[src/hw/rtl/ralu_pkg.sv]
// Package for the register ALU: beat types, decoded item type, codes and helpers.
// Used by every module of the block; depends on nothing.
package ralu_pkg;

	localparam int WORD_W    = 64;
	localparam int HALF_W    = 32;
	localparam int REG_IDX_W = 5;
	localparam int AMT_W     = 6;

	// Instruction field positions.
	localparam int WIDE_BIT = 31;
	localparam int MUL_BIT  = 28;
	localparam int SUB_BIT  = 15;

	typedef struct packed {
		logic [31:0]       instruction_word;
		logic [WORD_W-1:0] first_source_value;
		logic [WORD_W-1:0] second_source_value;
		logic [WORD_W-1:0] accumulate_value;
	} in_item_t;

	typedef struct packed {
		logic [REG_IDX_W-1:0] dest_index;
		logic [WORD_W-1:0]    result_value;
		logic                 flags_written;
		logic                 flag_negative;
		logic                 flag_zero;
		logic                 flag_carry;
		logic                 flag_overflow;
	} out_item_t;

	typedef enum logic [1:0] {
		OP_LOGIC,
		OP_ARITH,
		OP_MUL
	} op_class_t;

	typedef enum logic [1:0] {
		SH_LSL,
		SH_LSR,
		SH_ASR,
		SH_ROR
	} shift_t;

	typedef enum logic [1:0] {
		LG_AND,
		LG_ORR,
		LG_EOR,
		LG_ANDS
	} logic_op_t;

	// One classified instruction as it waits in the queue.
	typedef struct packed {
		op_class_t            op_class;
		logic                 wide;
		logic                 sub;
		logic                 set_flags;
		shift_t               shift;
		logic [AMT_W-1:0]     amount;
		logic                 invert;
		logic_op_t            lop;
		logic [REG_IDX_W-1:0] rd;
		logic [WORD_W-1:0]    a;
		logic [WORD_W-1:0]    b;
		logic [WORD_W-1:0]    acc;
	} decoded_t;

	// Queue status seen by both sides.
	typedef struct packed {
		logic full;
		logic empty;
	} q_status_t;

	// All ones at the operating width.
	function automatic logic [WORD_W-1:0] width_mask(logic wide);
		return wide ? {WORD_W{1'b1}} : {{(WORD_W-HALF_W){1'b0}}, {HALF_W{1'b1}}};
	endfunction

	// Sign bit of a value at the operating width.
	function automatic logic top_bit(logic [WORD_W-1:0] v, logic wide);
		return wide ? v[WORD_W-1] : v[HALF_W-1];
	endfunction

endpackage

[src/hw/rtl/ralu_queue.sv]
// Short queue of decoded instructions between the front and the back end.
// Depends on ralu_pkg; depth is set by the DEPTH parameter.
module ralu_queue #(
	parameter int DEPTH = 4
) (
	input  logic                clk,
	input  logic                arst_n,
	input  logic                push,
	input  ralu_pkg::decoded_t  push_data,
	input  logic                pop,
	output ralu_pkg::decoded_t  pop_data,
	output ralu_pkg::q_status_t status
);

	localparam int PTR_W = (DEPTH > 1) ? $clog2(DEPTH) : 1;
	localparam int CNT_W = $clog2(DEPTH + 1);
	localparam logic [PTR_W-1:0] LAST    = PTR_W'(DEPTH - 1);
	localparam logic [CNT_W-1:0] FULL_CT = CNT_W'(DEPTH);

	ralu_pkg::decoded_t entry_q [DEPTH];
	logic [PTR_W-1:0] wr_ptr_q;
	logic [PTR_W-1:0] rd_ptr_q;
	logic [CNT_W-1:0] count_q;

	assign status.full  = (count_q == FULL_CT);
	assign status.empty = (count_q == '0);
	assign pop_data     = entry_q[rd_ptr_q];

	// Pointers wrap at the last entry; the count tracks occupancy.
	always_ff @(posedge clk or negedge arst_n) begin
		if (!arst_n) begin
			wr_ptr_q <= '0;
			rd_ptr_q <= '0;
			count_q  <= '0;
		end else begin
			if (push) begin
				wr_ptr_q <= (wr_ptr_q == LAST) ? '0 : wr_ptr_q + 1'b1;
			end
			if (pop) begin
				rd_ptr_q <= (rd_ptr_q == LAST) ? '0 : rd_ptr_q + 1'b1;
			end
			if (push && !pop) begin
				count_q <= count_q + 1'b1;
			end else if (pop && !push) begin
				count_q <= count_q - 1'b1;
			end
		end
	end

	always_ff @(posedge clk) begin
		if (push) begin
			entry_q[wr_ptr_q] <= push_data;
		end
	end

endmodule

[config.mk]
export PLATFORM = sky130hd
export DESIGN_NAME = ralu_queue
export DESIGN_NICKNAME = d
export VERILOG_FILES = /design/src/hw/rtl/ralu_pkg.sv /design/src/hw/rtl/ralu_queue.sv
export SDC_FILE = /design/constraint.sdc
export NUM_CORES = 1
export LEC_CHECK = 0
export ABC_AREA = 1
export BUFFER_PORTS_ARGS = -buffer_cell sky130_fd_sc_hd__buf_2
export CORE_ASPECT_RATIO = 0.8
export CORE_MARGIN = 5
export CORE_UTILIZATION = 58
export CTS_CLUSTER_DIAMETER = 120
export DETAILED_ROUTE_END_ITERATION = 16
export PLACE_DENSITY = 0.77
export SYNTH_ARGS = -nofsm -noshare
export SYNTH_HDL_FRONTEND = slang
export SYNTH_SLANG_ARGS = --single-unit
[constraint.sdc]
create_clock -name clk -period 6.1 [get_ports clk]
set_input_delay 0.915 -clock clk [delete_from_list [all_inputs] [get_ports clk]]
set_output_delay 0.915 -clock clk [all_outputs]
set_load 0.005 [all_outputs]
After elaboration in Yosys (flattened, before gate mapping)
Memory sizes are Yosys's and may differ from the RTL's.
Cells that the tools add are included.
Cells by class
  equal/unequal tests: 3
  $add $sub $neg: 4
  reductions and logical operators: 6
  multiplexer cells: 6
Operators by type and width (count)
  two-way mux 3 bit: 2
  adder 2 x 1 -> 2 bit (second input constant): 2
  equality test 2 bit (second input constant): 2
  two-way mux 2 bit: 2
  adder 3 x 1 -> 3 bit (second input constant): 1
  equality test 3 bit (second input constant): 1
  logical NOT 3 bit: 1
  subtractor 3 x 1 -> 3 bit (second input constant): 1
  logical AND 1 bit: 2
  logical NOT 1 bit: 2
  two-way mux 1 bit: 2
  nonzero test 2 bit: 1
Storage, ports and cells
  output and inout port bits: 215
  RAM bits: 852
  register bits: 7
  logic and storage cells: 23
  memories: 1
Memory list
  entry_q: depth 4, bits a word 213, rd ports 1, clocked after Yosys merged registers in 0, write ports 1, RTL line ralu_queue.sv:20  | ralu_pkg::decoded_t entry_q [DEPTH];

Logic depth before layout (Yosys ltp)
  depth in word-level cells: 4
  mapped depth: 9
  depth with buffers taken out: 9

Worst setup path before layout
OpenSTA, ideal clock, no wires.
  path kind: input to register
  start point: input push
  end point: memory entry_q[3][0] (netlist name) (enable)
  arrival time: 5050 ps
  required time: 5535 ps
  library setup time: 565 ps
  stages: 2
  buffers on the path: 0
  setup slack: 485 ps
  cell sequence: nand2_1 > inv_1
On the way
  cells in the longest elaborated chain, start to end: 2
Ends and longest elaborated chain
  start: declaration: RTL line ralu_queue.sv:8  | input logic push,
  two-way mux 1 bit: RTL line ralu_queue.sv:51  | if (push) begin
  two-way mux 1 bit (implied by the code): RTL line ralu_queue.sv:52  | entry_q[wr_ptr_q] <= push_data;
  end: declaration: RTL line ralu_queue.sv:20
No other way between the ends.

==> run_results.csv <==
group,metric,value,unit
status,status,"finished clean",
placement,numPortBuffers,431,
timing,fmax,230.4,MHz
global_route,grt_pass1_vias,20160,
die,start_util,58.44,%
synth,yosysMostFrequentCell,"edfxtp_1",
die,die-area,63430,um^2
global_route,grt_usage,22.05,%
timing,worstMarginPinSlew,1.141,ns
synth,yosysTopAreaCellShare,75.45,%
finish,num-nets-final,3152,
synth,syn_area,33910,um^2
timing,holdWs,0.1266,ns
synth,synth_flop_cell,"edfxtp_1",
global_route,grt_max_degree,188,
timing,finClkSkew,0.01967,ns
die,num_rows,79,
synth,yosysSeqAreaShare,75.97,%
power,combPwrFrac,28.9,%
timing,setup_viol,0,
power,irDropWorstVdd,0.3853,mV
power,p_int,12.01,mW
clock_tree,cts_buffers,82,
route,drc,0,
synth,synth_edf_count,852,
critical_path,cp_data_required_time,5.18,ns
finish,final_layout_size_suffix_gt1_share,18.83,%
finish,n_fill_cell,3915,
min_path,holdCritPathClass,"input port to asynchronous set/reset pin",
critical_path,crit_fanout,101,
timing,setup-tns-final,0,ns
finish,fin_util,67.55,%
timing,layout_min_cycle_time,4.341,ns
synth,syn_nets,2761,
power,leakage,15.77,nW
die,num_io_pins,432,
placement,dp.cells,3613,
power,seqPwrFrac,44.2,%
clock_tree,root_buffer,"clkbuf_16",
synth,synthTopCellsByCount,"852 x edfxtp_1, 654 x nand2_1, 437 x inv_1, 426 x o211ai_1, 112 x buf_2",
timing,slew_violations,0,
flow_run,max_cap_violations,0,
finish,area_growth,15.59,%
timing,grt_setup_unrepaired,"no",
route,via_per_inst,5.391,
synth,ys_warn_count,0,
clock_tree,htree_levels,3,
critical_path,critPathLaunchType,"register",
clock_tree,cts_tree,"built",
synth,postSynthCellCount,2537,
die,die_h,226.3,um
clock_tree,cts_buffer_depth,3,
synth,yosysTopAreaCell,"edfxtp_1",
power,switching_share,32.64,%
finish,fin_cells,3780,
route,ant_nets,0,
power,p_switching,5.820,mW
die,die_w,280.3,um
clock_tree,clock-sinks,859,
critical_path,critPathArrivalTime,3.43,ns
global_route,grt_first_pass_wirelength,108800,um
synth,avgSynthCellArea,13.37,um^2
clock_tree,cts_setup_buffers,0,
route,drt_iter0_drc,1560,
placement,hpwl,41760,um
synth,synth.distinct_cells,18,
power,power_density,454.9,nW/um^2
synth,ys_ff_latch,859,
timing,min_period_over_period,71.16,%
synth,async_flop_share,0.8149,%
clock_tree,clock_latency,0.62,ns
route,wl,71920,um
placement,place.gp.congestion,0.7722,
timing,max_slew_margin,23.91,%
timing,hold_viol,0,
power,clockPowerShare,27.0,%
synth,ys_top_cells_by_area,"edfxtp_1 75%, o211ai_1 9.4%, nand2_1 7.2%",
global_route,grt_overflow,0,
global_route,antenna_found_initial,26,
route,drt_first_pass_iters,5,
route,routedWlPerCell,19.03,um
clock_tree,path_clk_slew,0.06,ns
critical_path,crit_path_end_kind,"output pin",
die,core,58020,um^2
clock_tree,hold_buffers,0,
route,route.vias.total,20380,
critical_path,path_class,"register to output pin",
clock_tree,cts_resized,0,
-- power by group through the flow --
| stage | Clock [mW] | Sequential, mW | Combinational (mW) |
|---|---|---|---|
| global placement | 0 | 7.96 | 5.06 |
| CTS | 4.88 | 7.88 | 5.22 |
| detailed placement | 0 | 8.00 | 5.18 |
| finish | 4.81 | 7.88 | 5.14 |
| global route | 5.15 | 7.95 | 5.71 |
| floorplan | 0 | 8.03 | 3.16 |
-- cell usage in the layout (no fill, tap or decap), types with 4 or more instances in the layout --
cell,n
edfxtp_1,852
nand2_1,654
inv_1,433
buf_2,431
o211ai_1,426
clkbuf_16,84
clkinv_1,26
diode_2,21
clkinv_2,12
clkbuf_1,12
buf_4,10
buf_12,7
ha_1,6
dfrtp_1,6
inv_8,5
bufinv_16,5
o21ai_0,4
-- sequential cells by signal, indices dropped and copies added, names as in the netlist --
signal,flops
count_q,3
wr_ptr_q,2
rd_ptr_q,2
entry_q,852
-- critical path, stage by stage, from the launching register on --
cell and delay, ns:
dfrtp_4 1.19, inv_6 0.58, buf_12 0.44, o211ai_1 0.17, nand2_1 0.12, buf_2 0.15
-- metrics by stage --
| stage | total power, mW | area (um^2) | setup slack (ns) |
|---|---|---|---|
| after floorplan | 11.19 | 33910 | 0.4850 |
| after global placement | 13.01 | 36590 | 2.369 |
| after detailed placement | 13.18 | 36590 | 2.379 |
| after CTS | 17.99 | 39140 | 1.706 |
| after global routing | 18.81 | 39170 | 1.570 |
| final | 17.83 | 39200 | 1.759 |
-- cells by family (layout without fill, tap and decap cells) --
| group | after synthesis | in the layout | synth area share, % |
|---|---|---|---|
| buffers and inverters | 580 | 1033 | 6.911 |
| XOR/XNOR | 1 | 1 | 0.02583 |
| AND/OR/NAND/NOR | 660 | 660 | 7.324 |
| adder cells (fa/ha/maj) | 7 | 7 | 0.2804 |
| flip-flops | 859 | 859 | 75.97 |
| other | 0 | 21 | 0 |
| AO/OA/AOI/OAI | 430 | 430 | 9.490 |
-- metal layers --
layer	up-vias	track usage, %	wire length (um)
li1	9734	-	-
met1	9826	28.66	28230
met2	641	36.67	35200
met3	151	6.352	6328
met4	26	6.932	1997
met5	-	0	161
-- path summary, 6_finish.rpt --
path                                      from               to  slack [ns]  depth (start not counted)
worst max-delay path               rd_ptr_q[1]    pop_data[174]        1.76                          5
worst min-delay path                    arst_n      rd_ptr_q[0]        0.13                          1
worst max register to register     wr_ptr_q[1]  entry_q[1][189]        3.45                          5
worst min register to register      count_q[2]       count_q[2]        0.51                          2
max in group asynchronous               arst_n      rd_ptr_q[1]        5.78                          1
min in group clk                push_data[176]  entry_q[1][176]        0.50                          1
-- area by class of cell --
type	instances	area [um^2]	share of cell area, %
antenna	21	52.55	0.1341
multi-input combinational	1098	5806	14.81
clock buffer	96	2147	5.478
inverter	439	1690	4.313
timing repair buffer	448	2372	6.052
clock inverter	50	401.6	1.025
sequential	859	25760	65.73
tap	769	962.2	2.455
Note: power is estimated with default switching activity, not from simulation.
