`config.mk`:
```
export PLATFORM = sky130hd
export DESIGN_NAME = ralu_front
export DESIGN_NICKNAME = d
export VERILOG_FILES = /design/src/hw/rtl/ralu_pkg.sv /design/src/hw/rtl/ralu_front.sv
export SDC_FILE = /design/constraint.sdc
export NUM_CORES = 1
export LEC_CHECK = 0
export ABC_AREA = 1
export BUFFER_PORTS_ARGS = -buffer_cell sky130_fd_sc_hd__buf_2
export CORE_AREA = 2 2 175 177
export CTS_BUF_LIST = sky130_fd_sc_hd__clkbuf_4 sky130_fd_sc_hd__clkbuf_8
export CTS_CLUSTER_DIAMETER = 30
export DETAILED_ROUTE_END_ITERATION = 8
export DIE_AREA = 0 0 177 179
export GPL_TIMING_DRIVEN = 0
export HOLD_SLACK_MARGIN = 0.08
export SKIP_LAST_GASP = 1
export SLEW_MARGIN = 20
export SYNTH_ARGS = -nofsm -noshare
export SYNTH_HDL_FRONTEND = slang
export SYNTH_SLANG_ARGS = --single-unit
export TNS_END_PERCENT = 1
```
`constraint.sdc`:
```
create_clock -name clk -period 11.9 [get_ports clk]
set_input_delay 2.38 -clock clk [delete_from_list [all_inputs] [get_ports clk]]
set_output_delay 2.38 -clock clk [all_outputs]
set_load 0.02 [all_outputs]
```
`src/hw/rtl/ralu_pkg.sv`:
```
// Package for the register ALU: beat types, decoded item type, codes and helpers.
// Used by every module of the block; depends on nothing.
package ralu_pkg;

	localparam int WORD_W    = 64;
	localparam int HALF_W    = 32;
	localparam int REG_IDX_W = 5;
	localparam int AMT_W     = 6;

	// Instruction field positions.
	localparam int WIDE_BIT = 31;
	localparam int MUL_BIT  = 28;
	localparam int SUB_BIT  = 15;

	typedef struct packed {
		logic [31:0]       instruction_word;
		logic [WORD_W-1:0] first_source_value;
		logic [WORD_W-1:0] second_source_value;
		logic [WORD_W-1:0] accumulate_value;
	} in_item_t;

	typedef struct packed {
		logic [REG_IDX_W-1:0] dest_index;
		logic [WORD_W-1:0]    result_value;
		logic                 flags_written;
		logic                 flag_negative;
		logic                 flag_zero;
		logic                 flag_carry;
		logic                 flag_overflow;
	} out_item_t;

	typedef enum logic [1:0] {
		OP_LOGIC,
		OP_ARITH,
		OP_MUL
	} op_class_t;

	typedef enum logic [1:0] {
		SH_LSL,
		SH_LSR,
		SH_ASR,
		SH_ROR
	} shift_t;

	typedef enum logic [1:0] {
		LG_AND,
		LG_ORR,
		LG_EOR,
		LG_ANDS
	} logic_op_t;

	// One classified instruction as it waits in the queue.
	typedef struct packed {
		op_class_t            op_class;
		logic                 wide;
		logic                 sub;
		logic                 set_flags;
		shift_t               shift;
		logic [AMT_W-1:0]     amount;
		logic                 invert;
		logic_op_t            lop;
		logic [REG_IDX_W-1:0] rd;
		logic [WORD_W-1:0]    a;
		logic [WORD_W-1:0]    b;
		logic [WORD_W-1:0]    acc;
	} decoded_t;

	// Queue status seen by both sides.
	typedef struct packed {
		logic full;
		logic empty;
	} q_status_t;

	// All ones at the operating width.
	function automatic logic [WORD_W-1:0] width_mask(logic wide);
		return wide ? {WORD_W{1'b1}} : {{(WORD_W-HALF_W){1'b0}}, {HALF_W{1'b1}}};
	endfunction

	// Sign bit of a value at the operating width.
	function automatic logic top_bit(logic [WORD_W-1:0] v, logic wide);
		return wide ? v[WORD_W-1] : v[HALF_W-1];
	endfunction

endpackage

```
`src/hw/rtl/ralu_front.sv`:
```
// Front end of the register ALU: accepts instruction beats, decodes and classifies them.
// Depends on ralu_pkg; feeds the instruction queue.
module ralu_front (
	input  logic                clk,
	input  logic                arst_n,
	input  logic                instr_valid,
	output logic                instr_stall,
	input  ralu_pkg::in_item_t  instr_data,
	input  ralu_pkg::q_status_t q_status,
	output logic                push,
	output ralu_pkg::decoded_t  push_data
);

	logic               dec_valid_q;
	ralu_pkg::decoded_t dec_q;
	ralu_pkg::decoded_t dec_next;
	logic               accept;

	// Decode the instruction word and trim the operands to the operating width.
	always_comb begin
		logic [31:0]              iw;
		logic                     wide;
		logic [1:0]               opc;
		logic [3:0]               opr;
		logic [5:0]               imm6;
		logic [ralu_pkg::WORD_W-1:0] mask;
		iw   = instr_data.instruction_word;
		wide = iw[ralu_pkg::WIDE_BIT];
		opc  = iw[30:29];
		opr  = iw[24:21];
		imm6 = iw[15:10];
		mask = ralu_pkg::width_mask(wide);
		if (iw[ralu_pkg::MUL_BIT]) begin
			dec_next.op_class = ralu_pkg::OP_MUL;
		end else if (opr[3]) begin
			dec_next.op_class = ralu_pkg::OP_ARITH;
		end else begin
			dec_next.op_class = ralu_pkg::OP_LOGIC;
		end
		dec_next.wide = wide;
		dec_next.sub = iw[ralu_pkg::MUL_BIT] ? iw[ralu_pkg::SUB_BIT] : opc[1];
		dec_next.set_flags = !iw[ralu_pkg::MUL_BIT] &&
			((opr[3] && opc[0]) ||
			(!opr[3] && ralu_pkg::logic_op_t'(opc) == ralu_pkg::LG_ANDS));
		dec_next.shift = ralu_pkg::shift_t'(opr[2:1]);
		dec_next.amount = wide ? imm6 : {1'b0, imm6[4:0]};
		dec_next.invert = opr[0];
		dec_next.lop = ralu_pkg::logic_op_t'(opc);
		dec_next.rd = iw[ralu_pkg::REG_IDX_W-1:0];
		dec_next.a = instr_data.first_source_value & mask;
		dec_next.b = instr_data.second_source_value & mask;
		dec_next.acc = instr_data.accumulate_value & mask;
	end

	// The decode register empties into the queue whenever there is room.
	assign push        = dec_valid_q && !q_status.full;
	assign instr_stall = dec_valid_q && q_status.full;
	assign accept      = instr_valid && !instr_stall;
	assign push_data   = dec_q;

	always_ff @(posedge clk or negedge arst_n) begin
		if (!arst_n) begin
			dec_valid_q <= 1'b0;
		end else if (accept) begin
			dec_valid_q <= 1'b1;
		end else if (push) begin
			dec_valid_q <= 1'b0;
		end
	end

	always_ff @(posedge clk) begin
		if (accept) begin
			dec_q <= dec_next;
		end
	end

endmodule

```
Word-level counts from Yosys, hierarchy flattened
Index checks and enable logic that the tools add are counted.
{ "classes": {"eq_ne": 1, "muxes": 5, "bitwise": 3, "reduce_logical": 12} }
{ "op_table": {"columns": ["operator", "n"], "rows": [
  ["$and 64x64->64", 3],
  ["$mux 64", 1],
  ["$logic_and 1x1->1", 6],
  ["$logic_not 1->1", 4],
  ["$mux 1", 4],
  ["$eq 2x2->1 const B", 1],
  ["$reduce_bool 2->1", 1],
  ["$logic_or 1x1->1", 1]
]} }
{ "totals": {"ff_bits": 214, "output_inout_bits": 215} }

Depth between registers and ports, before layout
Gate-level depths: netlist (run 1).
{ "logic_depth": {"word_depth": 4, "ltp_mapped": 5, "mapped_depth_nobuf": 3} }

Worst setup path after synthesis (run 1)
No wires, ideal clock.
{ "synth_path": {"path_kind": "input port to flip-flop", "startpoint": "in instr_valid", "endpoint": "reg dec_q, in the netlist push_data[0], enable pin", "setup_ps": 857, "arrival_ps": 12644, "required_time_ps": 11043, "setup_slack_ps": -1601, "path_stages": 2, "path_buffers": 0, "path_cell_list": "inv_1 -> a21oi_1"} }
{ "synth_between": {"elab_chain_len": 1} }
{ "synth_rtl": {"columns": ["element", "line_no", "text"], "rows": [
  ["start, declared", "ralu_front.sv:6", "input logic instr_valid,"],
  ["$logic_and 1x1->1", "ralu_front.sv:58", "assign accept = instr_valid && !instr_stall;"],
  ["net accept", "ralu_front.sv:17", "logic accept;"],
  ["end signal, assigned", "ralu_front.sv:73", "dec_q <= dec_next;"],
  ["end, declared", "ralu_front.sv:15", "ralu_pkg::decoded_t dec_q;"]
]} }
The timed path passes the listed nets, and every way through them passes these cells.
A chain may end at the register's enable or synchronous reset.

Worst setup path in the final report (run 1)
{ "layout_path": {"startpoint": "in q_status[1] (netlist bit)", "endpoint": "out instr_stall"} }
{ "layout_between": {"elab_chain_len": 1} }
{ "layout_rtl": {"columns": ["element", "line_no", "text"], "rows": [
  ["start, declared", "ralu_front.sv:9", "input ralu_pkg::q_status_t q_status,"],
  ["$logic_and 1x1->1", "ralu_front.sv:57", "assign instr_stall = dec_valid_q && q_status.full;"],
  ["end, declared", "ralu_front.sv:7", "output logic instr_stall,"]
]} }
Every way passes these cells.

==> results of run 1 <==
==> metal layers <==
metal	up-vias	GRT usage	wire (um)
li1	2445	-	-
met1	2327	0.125	7340
met2	299	0.198	9830
met3	51	0.0500	2240
met4	4	0.0492	549
met5	-	0	24
==> area by class of cell <==
| class | count | area (um^2) |
|---|---|---|
| flip-flops and latches | 214 | 6420 |
| well taps | 396 | 495 |
| fillers | 2923 | 18600 |
| inverters | 102 | 383 |
| diodes | 2 | 5.00 |
| repair buffers | 440 | 2450 |
| plain buffers | 11 | 86.3 |
| multi-input cells | 108 | 443 |
| clock inverters | 35 | 407 |
| clock buffers | 59 | 774 |
==> power groups by stage <==
stage | combinational (W) | clock [W] | sequential [W]
after floorplan | 0.0000334 | 0 | 0.000971
after global placement | 0.000175 | 0 | 0.000920
after detailed placement | 0.000195 | 0 | 0.000906
after CTS | 0.000195 | 0.00100 | 0.000892
after global routing | 0.000207 | 0.00104 | 0.000895
final | 0.000191 | 0.000970 | 0.000891
==> sequential cells by signal, summed over array words and instances (netlist names) <==
signal	cells
dec_valid_q	1
push_data	213
==> synthesized netlist by cell type <==
cell and number:
buf_8 1, buf_4 1, dfrtp_1 1, inv_2 10
edfxtp_1 213, a21oi_1 1, buf_6 3, nand2_1 93
inv_1 92, buf_2 6, nand2_2 10, nor2_1 4
==> how the worst max path moves through the flow <==
stage / startpoint / endpoint / slack, ns / depth (start not counted)
after floorplan: instr_valid / push_data[0]$_DFFE_PP_ / 3.23 / 2
after global placement: q_status[1] / push_data[28]$_DFFE_PP_ / 0.63 / 2
after detailed placement: q_status[1] / instr_stall / 6.71 / 4
after CTS: q_status[1] / instr_stall / 6.71 / 4
after global routing: q_status[1] / instr_stall / 6.68 / 4
final: q_status[1] / instr_stall / 6.72 / 4
==> cells by family after synthesis <==
family / after synthesis
compound gates: 1
flops: 214
buf+inv: 113
simple gates: 107
==> layout by cell type (no fill, tap or decap), drive strengths merged <==
cell / n
edfxtp: 213
bufinv: 8
diode: 2
inv: 103
clkbuf: 59
nand2: 103
clkinvlp: 8
buf: 451
nor2: 4
clkinv: 18
a21oi: 1
dfrtp: 1
==> worst register-to-register path, cell delays in order (launching register included) <==
cell and delay, ns:
dfrtp_1 0.41, a21oi_4 0.42, buf_16 0.21, buf_16 0.19
buf_16 0.21, buf_16 0.18, buf_16 0.18
==> stage by stage <==
step	hold slack [ns]	instances	power, W	setup slack (ns)	util
floorplan	0.497	435	0.00100	3.23	-
global placement	0.520	1260	0.00109	0.631	0.332
detailed placement	0.590	1271	0.00110	6.71	0.342
CTS	0.605	1365	0.00209	6.71	0.382
global route	0.641	1365	0.00214	6.68	0.382
finish	0.596	1367	0.00205	6.72	0.382
==> flow_metrics.tcl, run 1 <==
set metrics [dict create \
    grt_pass1_vias 5134 \
    firstDrtPassIters 4 \
    critPathCaptureType "output port" \
    ff2ff_setup_slack_ns 9.80 \
    cts_hold_buf 0 \
    path_cells "buf_2 -> nand2_1 -> inv_1 -> buf_2" \
    fin_skew_ns 0.0168 \
    rows 64 \
    critPathSlowestCell "buf_2" \
    drc 0 \
    min_path_type "reg -> reg" \
    cts_setup_buffers 0 \
    synth_nets 664 \
    gp_congestion 0.749 \
    ir_drop_v 0.0000809 \
    hp-start "dec_valid_q$_DFFE_PN0P_" \
    nets 1156 \
    slowest_delay_ns 0.15 \
    fin_area_mm2 0.0115 \
    power_density_mw_per_mm2 179 \
    synth_top_area_frac 0.874 \
    clock-sinks 214 \
    area_growth_syn_to_layout_pct 56.6 \
    p_switching_w 0.000484 \
    grt.overflow.total 0 \
    tns_ns 0 \
    startpoint_type "primary input" \
    synth-adder-area-share 0 \
    crit_type "in -> out" \
    seqPwrFrac 0.434 \
    cts_tree "done" \
    p_int_w 0.00157 \
    worst_slew_pin_slew_ns 0.473 \
    fmax_mhz 193 \
    synthTopCellsByArea "edfxtp_1 87%, nand2_1 4.8%, inv_1 4.7%" \
    critPathRequiredTime_ns 9.52 \
    hold_viol 0 \
    rr_worst_depth 6 \
    r2r-start "dec_valid_q$_DFFE_PN0P_" \
    antenna_found_initial 4 \
    syn_inst 435 \
    rr_endpoint "push_data[166]$_DFFE_PP_" \
    netlist_area_mm2 0.00732 \
    setup_viol 0 \
    synth_top_area_cell "edfxtp_1" \
    initial_core_util 0.244 \
    cts_buffer_depth 3 \
    fin_crit_ns 5.18 \
    combPwrFrac 0.093 \
    cts_buffers 50 \
    yosysWarnings 0 \
    wl_um 20000 \
    htreeDepth 2 \
    critPathTopFamily "buffers and inverters" \
    via_per_inst 3.75 \
    clk-insertion-delay-late_ns 0.55 \
    path_clk_slew_ns 0.05 \
    vias 5126 \
    worstHoldEndpoint "dec_valid_q$_DFFE_PN0P_" \
    synth_compound_area_frac 0.000684 \
    synth_top_family_by_area "buffers and inverters" \
    drv_slew 0 \
    path_buf_inv 3 \
    dieArea_mm2 0.0317 \
    hpwl_um 15300 \
    switching_share 0.236 \
    grt_max_degree 27 \
    grt_usage 0.116 \
    ant_nets 0 \
    min_path_cells 2 \
    die_w_um 177 \
    avgSynthCellArea_um2 16.8 \
    slew_headroom 0.684 \
    ctsResizeCount 0 \
    layout-drive-gt1-share 0.575 \
    ys_ff_latch 214 \
    crit_top_cell "buf_2" \
    cts.root.buffer_cell "clkbuf_8" \
    cp.arrival_ns 2.80 \
    placement.cell_area_mm2 0.0103 \
    pin_count 444 \
    worstPathMaxFanout 3 \
    min_period_over_period 0.436 \
    rsz0062_at_grt "no" \
    leakage_nw 5.56 \
    drtIter0Drc 169 \
    status "finished clean" \
    core_area_mm2 0.0300 \
    drv_cap 0 \
    port_buffers 429 \
    wl_per_cell_um 14.6 \
    synthSimpleGateAreaFrac 0.0583 \
    muxShareOfSynthArea 0 \
    die_y_um 179 \
    synth.distinct_cells 12 \
    grt_pass1_wl_um 27500 \
    clockPowerShare 0.473 \
    yosysSeqAreaShare 0.877 \
    synth_xor_area_frac 0 \
]
No activity file was read; power rests on OpenSTA's default activity.
==> run 2: changes to the inputs <==
ABC_AREA = 0   (was 1)
CORE_AREA = 2 2 173 175   (was 2 2 175 177)
DIE_AREA = 0 0 175 177   (was 0 0 177 179)
clock period = 4.75 ns   (was 11.9 ns; I/O delays follow)
==> run 2 against run 1 <==
Net effect:
- global-route usage is 0.52 points higher
- setup slack worse by 4.4 ns
- sequential power rose to 2.5 times the previous value
- wire length is 0.56% lower
- largest cell class unchanged
- synthesized cell count fell by 24%
- synthesized area shrank 2.3%
- clock skew down 0.0037 ns
==> flow_metrics.tcl, run 2 <==
set metrics [dict create \
    wl_um 19900 \
    rows 63 \
    synth_edf_count 213 \
    yosysSeqAreaShare 0.897 \
    vias 4761 \
    status "finished clean" \
    path_clk_slew_ns 0.05 \
    grt_pass1_wl_um 28000 \
    cts.root.buffer_cell "clkbuf_8" \
    grt_max_degree 30 \
    synth-async-reset-ratio 0.00467 \
    drtIter0Drc 141 \
    worst_slew_pin_slew_ns 0.446 \
    fillCellCount 2795 \
    synth.most_common_cell "edfxtp_1" \
    die_w_um 175 \
    synth_top_area_frac 0.894 \
    layout-drive-gt1-share 0.625 \
    startpoint_type "primary input" \
    initial_core_util 0.245 \
    fin_crit_ns 2.39 \
    tns_ns 0 \
    p_total_w 0.00501 \
    rr_endpoint "push_data[148]$_DFFE_PP_" \
    largest_reg_flops 213 \
    cts_buffers 52 \
    firstDrtPassIters 4 \
    hold_viol 0 \
    cts_tree "done" \
    synth_top_area_cell "edfxtp_1" \
    fmax_mhz 418 \
    nets 1050 \
    min_period_over_period 0.503 \
    crit_type "in -> reg" \
    setup_viol 0 \
    power_density_mw_per_mm2 449 \
    ys_ff_latch 214 \
    cp.arrival_ns 2.63 \
    avgSynthCellArea_um2 21.8 \
    drv_cap 0 \
    drc 0 \
    worstPathMaxFanout 29 \
    drv_slew 0 \
    slew_headroom 0.702 \
    netlist_area_mm2 0.00716 \
    die_y_um 177 \
    grt.met3_usage 0.0554 \
    ant_nets 0 \
    critPathCaptureType "register" \
    ir_drop_v 0.000257 \
    synthTopCellsByArea "edfxtp_1 89%, and2_1 8.6%, buf_6 0.63%" \
    grt.overflow.total 0 \
    ctsResizeCount 0 \
    grt_busiest_layer "met2" \
    leakage_nw 4.78 \
    cts_hold_buf 0 \
    yosysWarnings 0 \
    dieArea_mm2 0.0310 \
    syn_inst 329 \
    antenna_found_initial 1 \
    use_met1 0.122 \
    cts_buffer_depth 3 \
    synth_nets 558 \
    hpwl_um 15300 \
    ff2ff_setup_slack_ns 2.50 \
    min_path_type "in -> async" \
    gr-usage-met2 0.219 \
    mostFrequentLayoutCell "buf_2" \
    clk-insertion-delay-late_ns 0.55 \
    area_growth_syn_to_layout_pct 55.9 \
    rr_worst_depth 7 \
    grt_usage 0.121 \
    critPathLaunch "q_status[1]" \
    fin_skew_ns 0.0131 \
    via_per_inst 3.80 \
    cts_setup_buffers 0 \
    wl_per_cell_um 15.9 \
    antennaDiodeCount 0 \
    pin_count 444 \
    layout_common_cells "435 x buf_2, 213 x edfxtp_1, 97 x and2_1" \
    ys_top_cells_by_count "213 x edfxtp_1, 98 x and2_1, 6 x buf_2" \
    rsz0062_at_grt "no" \
    htreeDepth 2 \
    port_buffers 429 \
    critPathRequiredTime_ns 4.99 \
    r2r-start "dec_valid_q$_DFFE_PN0P_" \
    synthFlopType "edfxtp_1" \
    core_area_mm2 0.0292 \
    synth.distinct_cells 10 \
    gp_congestion 0.801 \
    grt_pass1_vias 4955 \
    clock-sinks 214 \
]
## run 2: changes by cell type after synthesis, sizes merged, moves of 3 or more
cell   before  now
nand2     103    0
nor2        4    1
nor2b       0    3
inv       102    0
and2        0   98
## run 2: kinds of logic after synthesis
family                 synth area share
buffers and inverters            0.0105
AND/OR/NAND/NOR                  0.0907
flip-flops                        0.897
multiplexers                    0.00157
## run 2: worst max-delay path by stage
| stage | endpoint | slack, ns | depth (start not counted) |
|---|---|---|---|
| floorplan | push_data[0]$_DFFE_PP_ | 0.04 | 2 |
| global placement | push_data[132]$_DFFE_PP_ | -1.32 | 3 |
| detailed placement | push_data[132]$_DFFE_PP_ | 1.77 | 8 |
| CTS | push_data[148]$_DFFE_PP_ | 2.37 | 8 |
| global route | push_data[148]$_DFFE_PP_ | 2.29 | 8 |
| finish | push_data[148]$_DFFE_PP_ | 2.36 | 8 |
## run 2: power by group
group	internal (W)	switching (W)
registers	0.00221	0.0000232
logic	0.000180	0.000279
clock network	0.00143	0.000892
total	0.00382	0.00119
## run 2: layer usage
layer	vias up	routed length [um]
li1	2226	-
met1	2189	6990
met2	302	10300
met3	42	2140
met4	2	471
met5	-	16
## run 2: worst max-delay path, cell delays in order
cell	delay [ns]
buf_2	0.10
and2_4	0.16
nor2b_4	0.38
buf_16	0.21
buf_16	0.18
buf_16	0.19
buf_16	0.19
buf_12	0.21
## run 2: final cells by class
class	instances	area (um^2)	share of cell area
flip-flops and latches	214	6420	0.575
repair buffers	438	2370	0.213
clock buffers	59	768	0.0688
multi-input cells	105	671	0.0601
well taps	390	488	0.0437
clock inverters	37	364	0.0326
plain buffers	10	75.1	0.00673
## run 2: per-stage QoR
stage	area (um^2)	setup slack (ns)	instances	hold slack [ns]	util
after floorplan	7170	0.0378	329	0.644	-
after global placement	9800	-1.32	1148	0.612	0.335
after detailed placement	10000	1.77	1157	0.616	0.343
after CTS	11200	2.37	1253	0.115	0.382
after global routing	11200	2.29	1253	0.118	0.382
final	11200	2.36	1253	0.163	0.382
==> run 3: changes to the inputs <==
CORE_AREA = 2 2 175 177   (was 2 2 173 175)
DIE_AREA = 0 0 177 179   (was 0 0 175 177)
clock period = 2.4 ns   (was 4.75 ns; I/O delays follow)
==> run 3 against run 2 <==
Net effect:
- non-clock buffer count up 108
- die area up 2.3%
- cell count up 9.2%
- setup slack worse by 2.2 ns
- largest power group unchanged
- largest cell class unchanged
- via count up 9.5%
- clock power up 100%
- critical endpoint is now push_data[9]$_DFFE_PP_
- sequential share of layout area down 5.1 points
- first-iteration DRC count up 9.2%
==> flow_metrics.tcl, run 3 (synthesis results as in run 2) <==
set metrics [dict create \
    status "finished clean" \
    firstDrtPassIters 4 \
    min_path_cells 1 \
    final.setup.worst_slack_ns 0.195 \
    critPathCaptureType "register" \
    rows 64 \
    worst_slew_pin_slew_ns 0.510 \
    drv_slew 0 \
    gp_congestion 0.726 \
    port_buffers 429 \
    drtIter0Drc 154 \
    grt_usage 0.120 \
    wl_per_cell_um 15.2 \
    worstPathMaxFanout 28 \
    cts.root.buffer_cell "clkbuf_8" \
    dieArea_mm2 0.0317 \
    r2r-start "dec_valid_q$_DFFE_PN0P_" \
    crit_type "reg -> reg" \
    critPathTopFamily "buffers and inverters" \
    nets 1158 \
    startpoint_type "register" \
    leakage_nw 5.21 \
    critPathSlowestCell "nor2b_4" \
    power_density_mw_per_mm2 827 \
    fin_crit_ns 2.21 \
    cts_buffers 52 \
    clk-insertion-delay-late_ns 0.55 \
    cp.arrival_ns 2.45 \
    initial_core_util 0.238 \
    whs_ns 0.132 \
    antenna_found_initial 5 \
    ant_nets 0 \
    path_clk_slew_ns 0.05 \
    layout-drive-gt1-share 0.559 \
    die_w_um 177 \
    tns_ns 0 \
    hp-start "instr_data[132]" \
    wl_um 20900 \
    drc 0 \
    fmax_mhz 453 \
    rsz0062_at_grt "no" \
    pin_count 444 \
    grt_pass1_wl_um 29100 \
    cts_tree "done" \
    hold_viol 0 \
    largest_reg_flops 213 \
    ff2ff_setup_slack_ns 0.19 \
    gr-usage-met2 0.220 \
    critPathRequiredTime_ns 2.64 \
    ctsResizeCount 0 \
    hpwl_um 14600 \
    die_y_um 179 \
    use_met1 0.118 \
    rr_worst_depth 6 \
    grt_pass1_vias 5529 \
    setup_viol 0 \
    slew_headroom 0.659 \
    via_per_inst 3.81 \
    layout_common_cells "435 x buf_2, 213 x edfxtp_1, 109 x dlygate4sd3_1" \
    grt.met3_usage 0.0526 \
    ir_drop_v 0.000455 \
    htreeDepth 2 \
    slowest_delay_ns 0.43 \
    grt.overflow.total 0 \
    cts_buffer_depth 3 \
    crit_top_cell "buf_12" \
    place_ws_ns -0.0574 \
    clock-sinks 214 \
    fin_area_mm2 0.0122 \
    min_path_type "in -> reg" \
    grt_busiest_layer "met2" \
    core_area_mm2 0.0300 \
    drv_cap 0 \
    path_cells "and2_4 -> nor2b_4 -> buf_12 -> buf_16 -> buf_12 -> buf_12" \
    min_period_over_period 0.919 \
    fin_skew_ns 0.0103 \
    rr_endpoint "push_data[9]$_DFFE_PP_" \
    path_buf_inv 4 \
    mostFrequentLayoutCell "buf_2" \
    placement.cell_area_mm2 0.00998 \
    area_growth_syn_to_layout_pct 71.0 \
    grt_max_degree 30 \
    vias 5215 \
    worstHoldEndpoint "push_data[132]$_DFFE_PP_" \
]
## run 3: changes by cell type in the layout (fill, tap and decap cells not counted), sizes merged
cell,previous run,this run
diode,0,3
dlygate4sd3,0,109
clkinvlp,7,11
clkinv,21,13
clkbuf,59,61
buf,448,447
## run 3: layer usage
layer | share of wire | wire length [um] | up-vias
li1 | - | - | 2448
met1 | 0.35 | 7260 | 2425
met2 | 0.51 | 10700 | 290
met3 | 0.11 | 2330 | 46
met4 | 0.026 | 541 | 6
met5 | 0.0018 | 38 | -
## run 3: area by class of cell
class	count	area, um^2
diodes	3	7.51
fillers	2781	17800
well taps	396	495
repair buffers	546	3410
clock buffers	61	796
flip-flops and latches	214	6420
multi-input cells	105	671
clock inverters	33	357
plain buffers	10	75.1
## run 3: where the power goes
group | total (W) | internal (W) | switching (W) | leakage [nW]
clock network | 0.00466 | 0.00289 | 0.00177 | 0.566
logic | 0.00103 | 0.000460 | 0.000570 | 2.58
registers | 0.00442 | 0.00437 | 0.0000504 | 2.07
## run 3: worst max path at each step
stage	startpoint	end	slack [ns]	cells after the start
finish	dec_valid_q$_DFFE_PN0P_	push_data[9]$_DFFE_PP_	0.19	6
global route	dec_valid_q$_DFFE_PN0P_	push_data[182]$_DFFE_PP_	0.05	6
CTS	dec_valid_q$_DFFE_PN0P_	push_data[179]$_DFFE_PP_	0.15	6
detailed placement	q_status[1]	push_data[148]$_DFFE_PP_	-0.06	7
global placement	q_status[1]	push_data[168]$_DFFE_PP_	-3.23	3
floorplan	q_status[1]	push_data[0]$_DFFE_PP_	-1.84	2
## run 3: what timing repair did
item	CTS	global route
setup endpoints to repair	0	0
hold buffers	109	0
buffers inserted	0	0
endpoints found under the hold margin	109	0
## run 3: through the flow
step	std cells	utilization	power [W]
detailed placement	1162	0.333	0.00539
floorplan	329	-	0.00494
CTS	1365	0.407	0.0103
finish	1368	0.407	0.0101
global route	1365	0.407	0.0105
global placement	1154	0.327	0.00536
